--- src/hw/rtl/pcrd_sqrt.sv ---
// Pipelined integer square root (floor), one root bit per stage, with sideband.
module pcrd_sqrt #(
  parameter int R_W    = 25,
  parameter int SIDE_W = 8
) (
  input  logic                clk_i,
  input  logic                rst_ni,
  input  logic                en_i,
  input  logic                valid_i,
  input  logic [2*R_W-1:0]    rad_i,
  input  logic [SIDE_W-1:0]   side_i,
  output logic                valid_o,
  output logic [R_W-1:0]      root_o,
  output logic [SIDE_W-1:0]   side_o
);

  localparam int IN_W = 2 * R_W;

  logic [IN_W-1:0]   rem_q  [R_W-1];
  logic [R_W-1:0]    root_q [R_W];
  logic [SIDE_W-1:0] side_q [R_W];
  logic              vld_q  [R_W];

  for (genvar k = 0; k < R_W; k++) begin : g_stage
    localparam int B = R_W - 1 - k;
    logic [IN_W-1:0]   rem_in;
    logic [R_W-1:0]    root_in;
    logic [SIDE_W-1:0] side_in;
    logic              vld_in;
    logic [IN_W-1:0]   trial;
    logic [IN_W-1:0]   rem_nx;
    logic [R_W-1:0]    root_nx;

    if (k == 0) begin : g_first
      assign rem_in  = rad_i;
      assign root_in = '0;
      assign side_in = side_i;
      assign vld_in  = valid_i;
    end else begin : g_next
      assign rem_in  = rem_q[k-1];
      assign root_in = root_q[k-1];
      assign side_in = side_q[k-1];
      assign vld_in  = vld_q[k-1];
    end

    // (root + 2^B)^2 - root^2
    always_comb begin
      trial = (IN_W'(root_in) << (B + 1)) + (IN_W'(1) << (2 * B));
      if (rem_in >= trial) begin
        rem_nx  = rem_in - trial;
        root_nx = root_in | (R_W'(1) << B);
      end else begin
        rem_nx  = rem_in;
        root_nx = root_in;
      end
    end

    always_ff @(posedge clk_i or negedge rst_ni) begin
      if (!rst_ni) begin
        vld_q[k] <= 1'b0;
      end else if (en_i) begin
        vld_q[k] <= vld_in;
      end
    end

    always_ff @(posedge clk_i) begin
      if (en_i) begin
        root_q[k] <= root_nx;
        side_q[k] <= side_in;
      end
    end

    if (k < R_W - 1) begin : g_carry
      always_ff @(posedge clk_i) begin
        if (en_i) begin
          rem_q[k] <= rem_nx;
        end
      end
    end
  end

  assign valid_o = vld_q[R_W-1];
  assign root_o  = root_q[R_W-1];
  assign side_o  = side_q[R_W-1];

endmodule

--- config.mk ---
export PLATFORM = sky130hd
export DESIGN_NAME = pcrd_sqrt
export DESIGN_NICKNAME = d
export VERILOG_FILES = /design/src/hw/rtl/pcrd_sqrt.sv
export SDC_FILE = /design/constraint.sdc
export NUM_CORES = 2
export LEC_CHECK = 0
export BUFFER_PORTS_ARGS = -buffer_cell sky130_fd_sc_hd__buf_2
export CAP_MARGIN = 10
export CORE_MARGIN = 2
export CORE_UTILIZATION = 40
export DETAILED_ROUTE_END_ITERATION = 7
export GPL_ROUTABILITY_DRIVEN = 0
export SYNTH_ARGS = -nofsm -noshare
export SYNTH_HDL_FRONTEND = slang
export SYNTH_SLANG_ARGS = --single-unit
--- constraint.sdc ---
create_clock -name clk_i -period 3.95 [get_ports clk_i]
set_input_delay 0.395 -clock clk_i [delete_from_list [all_inputs] [get_ports clk_i]]
set_output_delay 0.395 -clock clk_i [all_outputs]
set_load 0.01 [all_outputs]
==> impl_metrics.env <==
export IMPL_outcome="completed"
export IMPL_critPathMaxFanout=4
export IMPL_initial_core_util_pct=40.2
export IMPL_synth_flop_cell="edfxtp_1"
export IMPL_syn_to_final_growth_pct=14.0
export IMPL_first_pass_iters=5
export IMPL_synthCells=5863
export IMPL_max_freq_ghz=0.273
export IMPL_yosys_warnings=0
export IMPL_grt_pass1_vias=47344
export IMPL_setup_viol=0
export IMPL_synth_top_area_cell="edfxtp_1"
export IMPL_r2r_slack_ns=0.28
export IMPL_drive_above_1_share_pct=10.1
export IMPL_ios=96
export IMPL_syn_nets=6271
export IMPL_root_buffer="clkbuf_16"
export IMPL_drt_wl_total_um=156000
export IMPL_hold_slack_ns=0.113
export IMPL_final_antenna_net_count=0
export IMPL_grt_max_degree=172
export IMPL_routedWlPerCell_um=17.3
export IMPL_yosysTopAreaCellShare_pct=65.3
export IMPL_maxCapViolCount=0
export IMPL_worstHoldPathType="primary input to async pin"
export IMPL_crit_required_ns=4.52
export IMPL_clkLatencyLatePin_ns=0.82
export IMPL_netlist_top_cells_count="edfxtp_1, inv_1, nor2_1"
export IMPL_min_period_ns=3.67
export IMPL_synth_edff_count=1725
export IMPL_num_rows=163
export IMPL_grt_usage_pct=15.3
export IMPL_die_h_um=449
export IMPL_gr_total_overflow=0
export IMPL_stdcell_count=9018
export IMPL_synth_avg_cell_area_um2=13.5
export IMPL_rsz0062_at_grt="false"
export IMPL_die_x_um=449
export IMPL_cts_sinks=1750
export IMPL_dp_cells=8621
export IMPL_yosys_cell_count_top_type="edfxtp_1"
export IMPL_path_clk_slew_ns=0.06
export IMPL_numPortBuffers=95
export IMPL_synth_area_mm2=0.0794
export IMPL_critPathKind="flip-flop to flip-flop"
export IMPL_power_density_mw_per_mm2=557
export IMPL_ys_types=93
export IMPL_ir_drop_mv=0.407
export IMPL_cts_buffers=182
export IMPL_async_reset_ff_share_pct=1.43
export IMPL_dp_hpwl_um=113000
export IMPL_power_total_mw=50.4
export IMPL_die_area_mm2=0.202
export IMPL_worstMarginPinSlew_ns=1.04
export IMPL_vias=46334
export IMPL_worstSetupEndpointType="flip-flop"
export IMPL_cp_arrival_ns=4.24
export IMPL_htreeDepth=4
export IMPL_synth_area_leaders="edfxtp_1, ha_1, xor2_1"
export IMPL_ys_ff_latch=1750
export IMPL_drc=0
export IMPL_critPathLaunchType="flip-flop"
export IMPL_grt_first_pass_wirelength_um=249000
export IMPL_cts_buffer_depth=3
export IMPL_n_antenna_cell=0
export IMPL_avgViaCountPerCell=5.14
export IMPL_fin_nets=6636
export IMPL_setup_slack_ns=0.281
export IMPL_leakagePower_nw=33.8
export IMPL_hold_violations=0
export IMPL_slew_headroom_pct=30.0
export IMPL_finalSetupTns_ns=0
export IMPL_yosysSeqAreaShare_pct=66.1
export IMPL_slew_violations=0
export IMPL_cts_tree="built"
export IMPL_first_iter_violations=3020
export IMPL_period_share_pct=92.9
export IMPL_core_mm2=0.197
export IMPL_antenna_found_initial=0
export IMPL_place_ws_ns=0.215
export IMPL_finClkSkew_ns=0.0652
## sequential cells by signal, indices dropped and copies added, names as in the netlist
signal / flops
side_q: 200
root_q: 325
valid_o: 1
g_stage.vld_in: 24
rem_q: 1200
## power breakdown
| group | internal (mW) | switching [mW] | leakage, nW | total, mW |
|---|---|---|---|---|
| Sequential | 23.3 | 1.56 | 16.9 | 24.8 |
| Combinational | 3.78 | 4.94 | 14.0 | 8.73 |
| Clock | 9.56 | 7.22 | 2.90 | 16.8 |
| Total | 36.6 | 13.7 | 33.8 | 50.4 |
## cells in the final DEF (no fill, tap or decap), types with 93 or more instances in the layout
master and instances:
xnor2_1 260, edfxtp_1 1725, o21ai_0 242, buf_4 103, clkbuf_16 182, a21oi_1 359, nand2_1 300, nor2_1 385
ha_1 346, buf_2 94, nand3_1 99, a21o_1 100, inv_1 406, nor4_1 181, mux2_2 93, nor3_1 156
xor2_1 266
## through the flow
step / cell area (um^2) / util (%)
2_1_floorplan: 79400 / -
3_3_place_gp: 83800 / 42.5
3_5_place_dp: 83800 / 42.5
4_1_cts: 90400 / 45.8
5_1_grt: 90400 / 45.9
6_report: 90400 / 45.9
## critical path: stages, from the launching register on
cell,delay (ns)
edfxtp_1,0.55
inv_1,0.12
ha_1,0.19
nor2b_1,0.07
o31a_1,0.32
o211a_1,0.27
a2111oi_2,0.61
a22oi_1,0.26
a21o_1,0.28
or3_1,0.39
nor3_1,0.24
xor2_1,0.11
## routing by layer
layer	up-vias	global-route usage, %	wire, um
li1	22775	-	-
met1	22216	17.1	62000
met2	949	28.4	81900
met3	394	2.45	5340
met4	0	7.09	6900
met5	-	0	0
## timing repair
action | 4_1_cts | 5_1_grt
resized for setup | 0 | 5
hold buffers | 62 | 0
setup buffers | 0 | 0
setup endpoints to repair | 0 | 11
hold endpoints to repair | 102 | 0
## logic make-up (layout without fill, tap and decap cells)
logic type,Yosys count,in the layout,synth area share (%)
xor gates and xnor gates,526,526,5.80
buffers and inverters,502,1017,2.44
DFF,1750,1750,66.1
AOI/OAI and AO/OA,1016,1016,7.90
muxes,109,109,1.54
and+or+nand+nor,1614,1614,10.8
adders and majority gates,346,346,5.46
## layout make-up
type                            instances  area (um^2)
Clock buffer                          216         4680
Tap cell                             2640         3300
Clock inverter                        118         1290
Timing Repair Buffer                  275         2170
Multi-Input combinational cell       3611        25100
Fill cell                           17203       107000
Sequential cell                      1750        52400
Inverter                              408         1530
## path summary, 6_finish.rpt
kind,to,depth (start not counted),start
min,g_stage[22].vld_in,2,rst_ni
max,rem_q[2][44],11,rem_q[1][366]
max in group asynchronous,g_stage[11].vld_in,2,rst_ni
max reg2reg,rem_q[2][44],11,rem_q[1][366]
min reg2reg,side_q[4][6],0,side_q[3][6]
min in group clk_i,rem_q[0][40],2,rad_i[40]
Power figures use the tool's default switching activity.
