<file path="src/hw/rtl/pcrd_div.sv">
// Pipelined restoring divider, one quotient bit per stage, several lanes.
module pcrd_div #(
  parameter int LANES = 1,
  parameter int NUM_W = 32,
  parameter int DEN_W = 16,
  parameter int QUO_W = 17
) (
  input  logic                              clk_i,
  input  logic                              rst_ni,
  input  logic                              en_i,
  input  logic                              valid_i,
  input  logic [LANES-1:0][NUM_W-1:0]       num_i,
  input  logic [LANES-1:0][DEN_W-1:0]       den_i,
  output logic                              valid_o,
  output logic [LANES-1:0][QUO_W-1:0]       quo_o
);

  // num must stay below den << QUO_W
  localparam int RW = DEN_W + QUO_W;

  logic [LANES-1:0][RW-1:0]    rem_q [QUO_W-1];
  logic [LANES-1:0][DEN_W-1:0] den_q [QUO_W-1];
  logic [LANES-1:0][QUO_W-1:0] quo_q [QUO_W];
  logic                        vld_q [QUO_W];

  for (genvar k = 0; k < QUO_W; k++) begin : g_stage
    localparam int SH = QUO_W - 1 - k;
    logic [LANES-1:0][RW-1:0]    rem_in;
    logic [LANES-1:0][DEN_W-1:0] den_in;
    logic [LANES-1:0][QUO_W-1:0] quo_in;
    logic                        vld_in;
    logic [LANES-1:0][RW-1:0]    trial;
    logic [LANES-1:0][RW-1:0]    rem_nx;
    logic [LANES-1:0][QUO_W-1:0] quo_nx;

    if (k == 0) begin : g_first
      always_comb begin
        for (int l = 0; l < LANES; l++) begin
          rem_in[l] = RW'(num_i[l]);
        end
        den_in = den_i;
        quo_in = '0;
        vld_in = valid_i;
      end
    end else begin : g_next
      assign rem_in = rem_q[k-1];
      assign den_in = den_q[k-1];
      assign quo_in = quo_q[k-1];
      assign vld_in = vld_q[k-1];
    end

    always_comb begin
      for (int l = 0; l < LANES; l++) begin
        trial[l] = RW'(den_in[l]) << SH;
        if (rem_in[l] >= trial[l]) begin
          rem_nx[l] = rem_in[l] - trial[l];
          quo_nx[l] = quo_in[l] | (QUO_W'(1) << SH);
        end else begin
          rem_nx[l] = rem_in[l];
          quo_nx[l] = quo_in[l];
        end
      end
    end

    always_ff @(posedge clk_i or negedge rst_ni) begin
      if (!rst_ni) begin
        vld_q[k] <= 1'b0;
      end else if (en_i) begin
        vld_q[k] <= vld_in;
      end
    end

    always_ff @(posedge clk_i) begin
      if (en_i) begin
        quo_q[k] <= quo_nx;
      end
    end

    if (k < QUO_W - 1) begin : g_carry
      always_ff @(posedge clk_i) begin
        if (en_i) begin
          rem_q[k] <= rem_nx;
          den_q[k] <= den_in;
        end
      end
    end
  end

  assign valid_o = vld_q[QUO_W-1];
  assign quo_o   = quo_q[QUO_W-1];

endmodule

</file>
<file path="config.mk">
export PLATFORM = sky130hd
export DESIGN_NAME = pcrd_div
export DESIGN_NICKNAME = d
export VERILOG_FILES = /design/src/hw/rtl/pcrd_div.sv
export SDC_FILE = /design/constraint.sdc
export NUM_CORES = 2
export LEC_CHECK = 0
export ABC_CLOCK_PERIOD_IN_PS = 7200
export CAP_MARGIN = 20
export CORE_MARGIN = 10
export CORE_UTILIZATION = 45
export DETAILED_ROUTE_END_ITERATION = 16
export DONT_BUFFER_PORTS = 1
export MAX_ROUTING_LAYER = met4
export SETUP_SLACK_MARGIN = 0.4
export SYNTH_ARGS = -nofsm -noshare
export SYNTH_HDL_FRONTEND = slang
export SYNTH_SLANG_ARGS = --single-unit
</file>
<file path="constraint.sdc">
create_clock -name clk_i -period 7.2 [get_ports clk_i]
set_input_delay 1.44 -clock clk_i [delete_from_list [all_inputs] [get_ports clk_i]]
set_output_delay 1.44 -clock clk_i [all_outputs]
set_load 0.03 [all_outputs]
</file>
==> flow_summary.toml <==
[run_status]
status = "completed"

[floorplanning]
dieWidth_um = 346.9
core_area_mm2 = 0.1057
die_area_mm2 = 0.1204
start_util_pct = 45.50
die_y_um = 346.9
io_pins = 70
rows = 119

[finish]
antenna_cells = 0
final_nets = 4318
drive_gt1_share_pct = 7.322
syn2layout_area_growth_pct = 10.56
stdcell_count = 5447
nFillCells = 9199

[cts]
cts_tree = "built"
post_cts_resized = 0
cts_max_path_buffers = 3
clock-sinks = 954
root_buffer = "clkbuf_16"
cts_made_buffers = 103
cts_max_level = 3
hold_buffers = 0
worstSkewPairLatency_ps = 700
clkTransAtPathRegs_ps = 60
post_cts.repair.setup_buffers = 0

[timing]
period_needed_ps = 4142
fmax_mhz = 241.5
fin_tns_setup_ps = 0
finalCritPeriodShare_pct = 57.52
finalHoldViolCount = 0
worstMarginPinSlew_ps = 1403
slew_viol_final = 0
finClkSkew_ps = 62.58
worst_slack_ps = 3058
relSlewSlack_pct = 6.479
final-setup-viol-count = 0
rsz0062_at_grt = "false"

[grt]
grt_pass1_vias = 29330
grt_pass1_wl_um = 153700
grt_max_degree = 272
grt_usage_pct = 16.11
grt_remaining_overflow = 0
antenna_found_initial = 0

[synthesis]
ys_seq_elements = 954
async_flop_share_pct = 1.782
ys_types = 86
yosys.area.top_type = "edfxtp_1"
yosys-top-cells-area = "edfxtp_1 58%, ha_1 7.1%, xnor2_1 3.1%, inv_1 2.7%, a21oi_1 2.5%"
yosysWarnings = 0
syn_area_per_cell_um2 = 12.26
synthCells = 3924
syn_area_mm2 = 0.04810
synth_flop_cell = "edfxtp_1"
yosysSeqAreaShare_pct = 59.38
synth_edf_count = 937
synth_nets = 4264
yosys.area.top_type_share_pct = 58.50

[placed_design]
dp.cells = 5263
gp_congestion = 0.9087
port-buffer-count = 0
dp_hpwl_um = 70200
pre_cts_ws_ps = 2438

[detailed_routing]
post_drt_wl_per_cell_um = 17.56
wl_um = 95630
dr_wl_met2_um = 50450
vias = 29460
top_layer = "met4"
drc = 0
drtIter0Drc = 1876
dr.pass1.iters = 8
routed-wl-met3_um = 3650
postRouteAntennaNets = 0
routed_via_density = 5.409
drt-met1-wl_um = 39050

[power]
power.density_mw_per_mm2 = 365.1
power_mw = 19.41
leakage_nw = 20.15
peakVddDrop_mv = 0.2242

[flow_run]
max-cap-violations = 0

[worst_setup_path]
cpPeakStageDelay_ps = 750
critPathBufInv = 4
cp-end-kind = "register"
cp_common_cell = "buf_16"
worst_ep_arrival_time_ps = 4430
crit_family = "buffers and inverters"
crit_chain = "buf_16 > buf_16 > buf_16 > buf_16"
cp_max_fo = 247
path_class = "input pin to register"
critical_path_required_ps = 7490
start_kind = "input pin"
crit_slowest_cell = "buf_16"

[hold_path]
hold_path_class = "register to register"
## Yosys cell counts, types with 28 or more instances
cell type,n
nor4_1,57
o21a_1,49
a211oi_1,30
nor3_1,79
nand2b_1,53
o21ai_0,220
nand4_1,44
o31ai_1,28
nand3_1,53
xor2_1,137
and3_1,30
mux2_2,79
ha_1,272
nor2b_1,44
a21o_1,95
clkbuf_1,58
edfxtp_1,937
xnor2_1,171
nor2_1,242
inv_1,341
a21oi_1,242
nand2_1,277
## per-stage QoR
step	utilization [%]	hold WS (ps)	cell area (um2)
finish	50.31	413.8	53180
global route	50.31	411.4	53180
CTS	50.28	407.6	53150
detailed placement	47.13	404.5	49820
global placement	47.12	400.2	49810
floorplan	-	400.3	48100
## registers in the layout, indices dropped and copies added (netlist names)
name            flops
rem_q             528
den_q             256
quo_q             153
g_stage.vld_in     16
valid_o             1
## cells in the final DEF, fill, tap and decap left out, drive strengths merged, types with 20 or more instances in the layout
cell type  synthesis  routed
or3               20      20
o31ai             28      28
inv              343     344
a21oi            242     242
o21ai            226     226
xor2             137     137
nand2            277     277
a211oi            30      30
o21bai            25      25
mux2              79      79
xnor2            171     171
buf               15      21
nor4              58      58
o21a              49      49
clkinv             0      46
nand2b            53      53
edfxtp           937     937
nor3              81      81
ha               272     272
and3              30      30
nand3             53      53
nor2b             44      44
nand4             44      44
clkbuf            58     124
nor2             242     242
or4               24      24
a21o              95      95
## report_power, final
part / leakage, nW / internal (mW) / switching [mW] / total [mW]
Combinational: 9.33 / 2.65 / 3.32 / 5.97
Clock: 1.61 / 2.97 / 2.16 / 5.13
Sequential: 9.22 / 7.60 / 0.711 / 8.31
## cell type report
class | count | area (um2) | area share (%)
multi-input cells | 2554 | 17990 | 33.82
repair buffers | 22 | 267.8 | 0.5035
clock buffers | 124 | 2656 | 4.995
inverters | 343 | 1287 | 2.421
flip-flops and latches | 954 | 28560 | 53.71
well taps | 1391 | 1740 | 3.273
clock inverters | 59 | 679.4 | 1.278
## cells by family after synthesis
kind of cell	Yosys count	share of synthesized area, %
AO/OA/AOI/OAI	849	11.24
XOR/XNOR	308	5.608
adder cells (fa/ha/maj)	288	7.741
buffers and inverters	416	3.311
flip-flops	954	59.38
multiplexers	85	1.974
AND/OR/NAND/NOR	1024	10.74
## worst paths after layout
check | startpoint | to | slack (ps) | depth (start not counted)
hold / removal | quo_q[1][14] | quo_q[1][31] | 410 | 0
max in group asynchronous | rst_ni | g_stage[7].vld_in | 6640 | 0
setup reg to reg | rem_q[1][201] | rem_q[1][253] | 3180 | 9
setup / recovery | en_i | rem_q[0][149] | 3060 | 4
hold reg to reg | quo_q[1][14] | quo_q[1][31] | 410 | 0
min in group asynchronous | rst_ni | g_stage[3].vld_in | 490 | 0
## layer usage
metal / track usage, % / vias up
met4: 4.860 / 0
li1: - / 14640
met3: 2.650 / 163
met5: - / -
met1: 17.98 / 14170
met2: 29.32 / 492
Power figures use the tool's default switching activity.
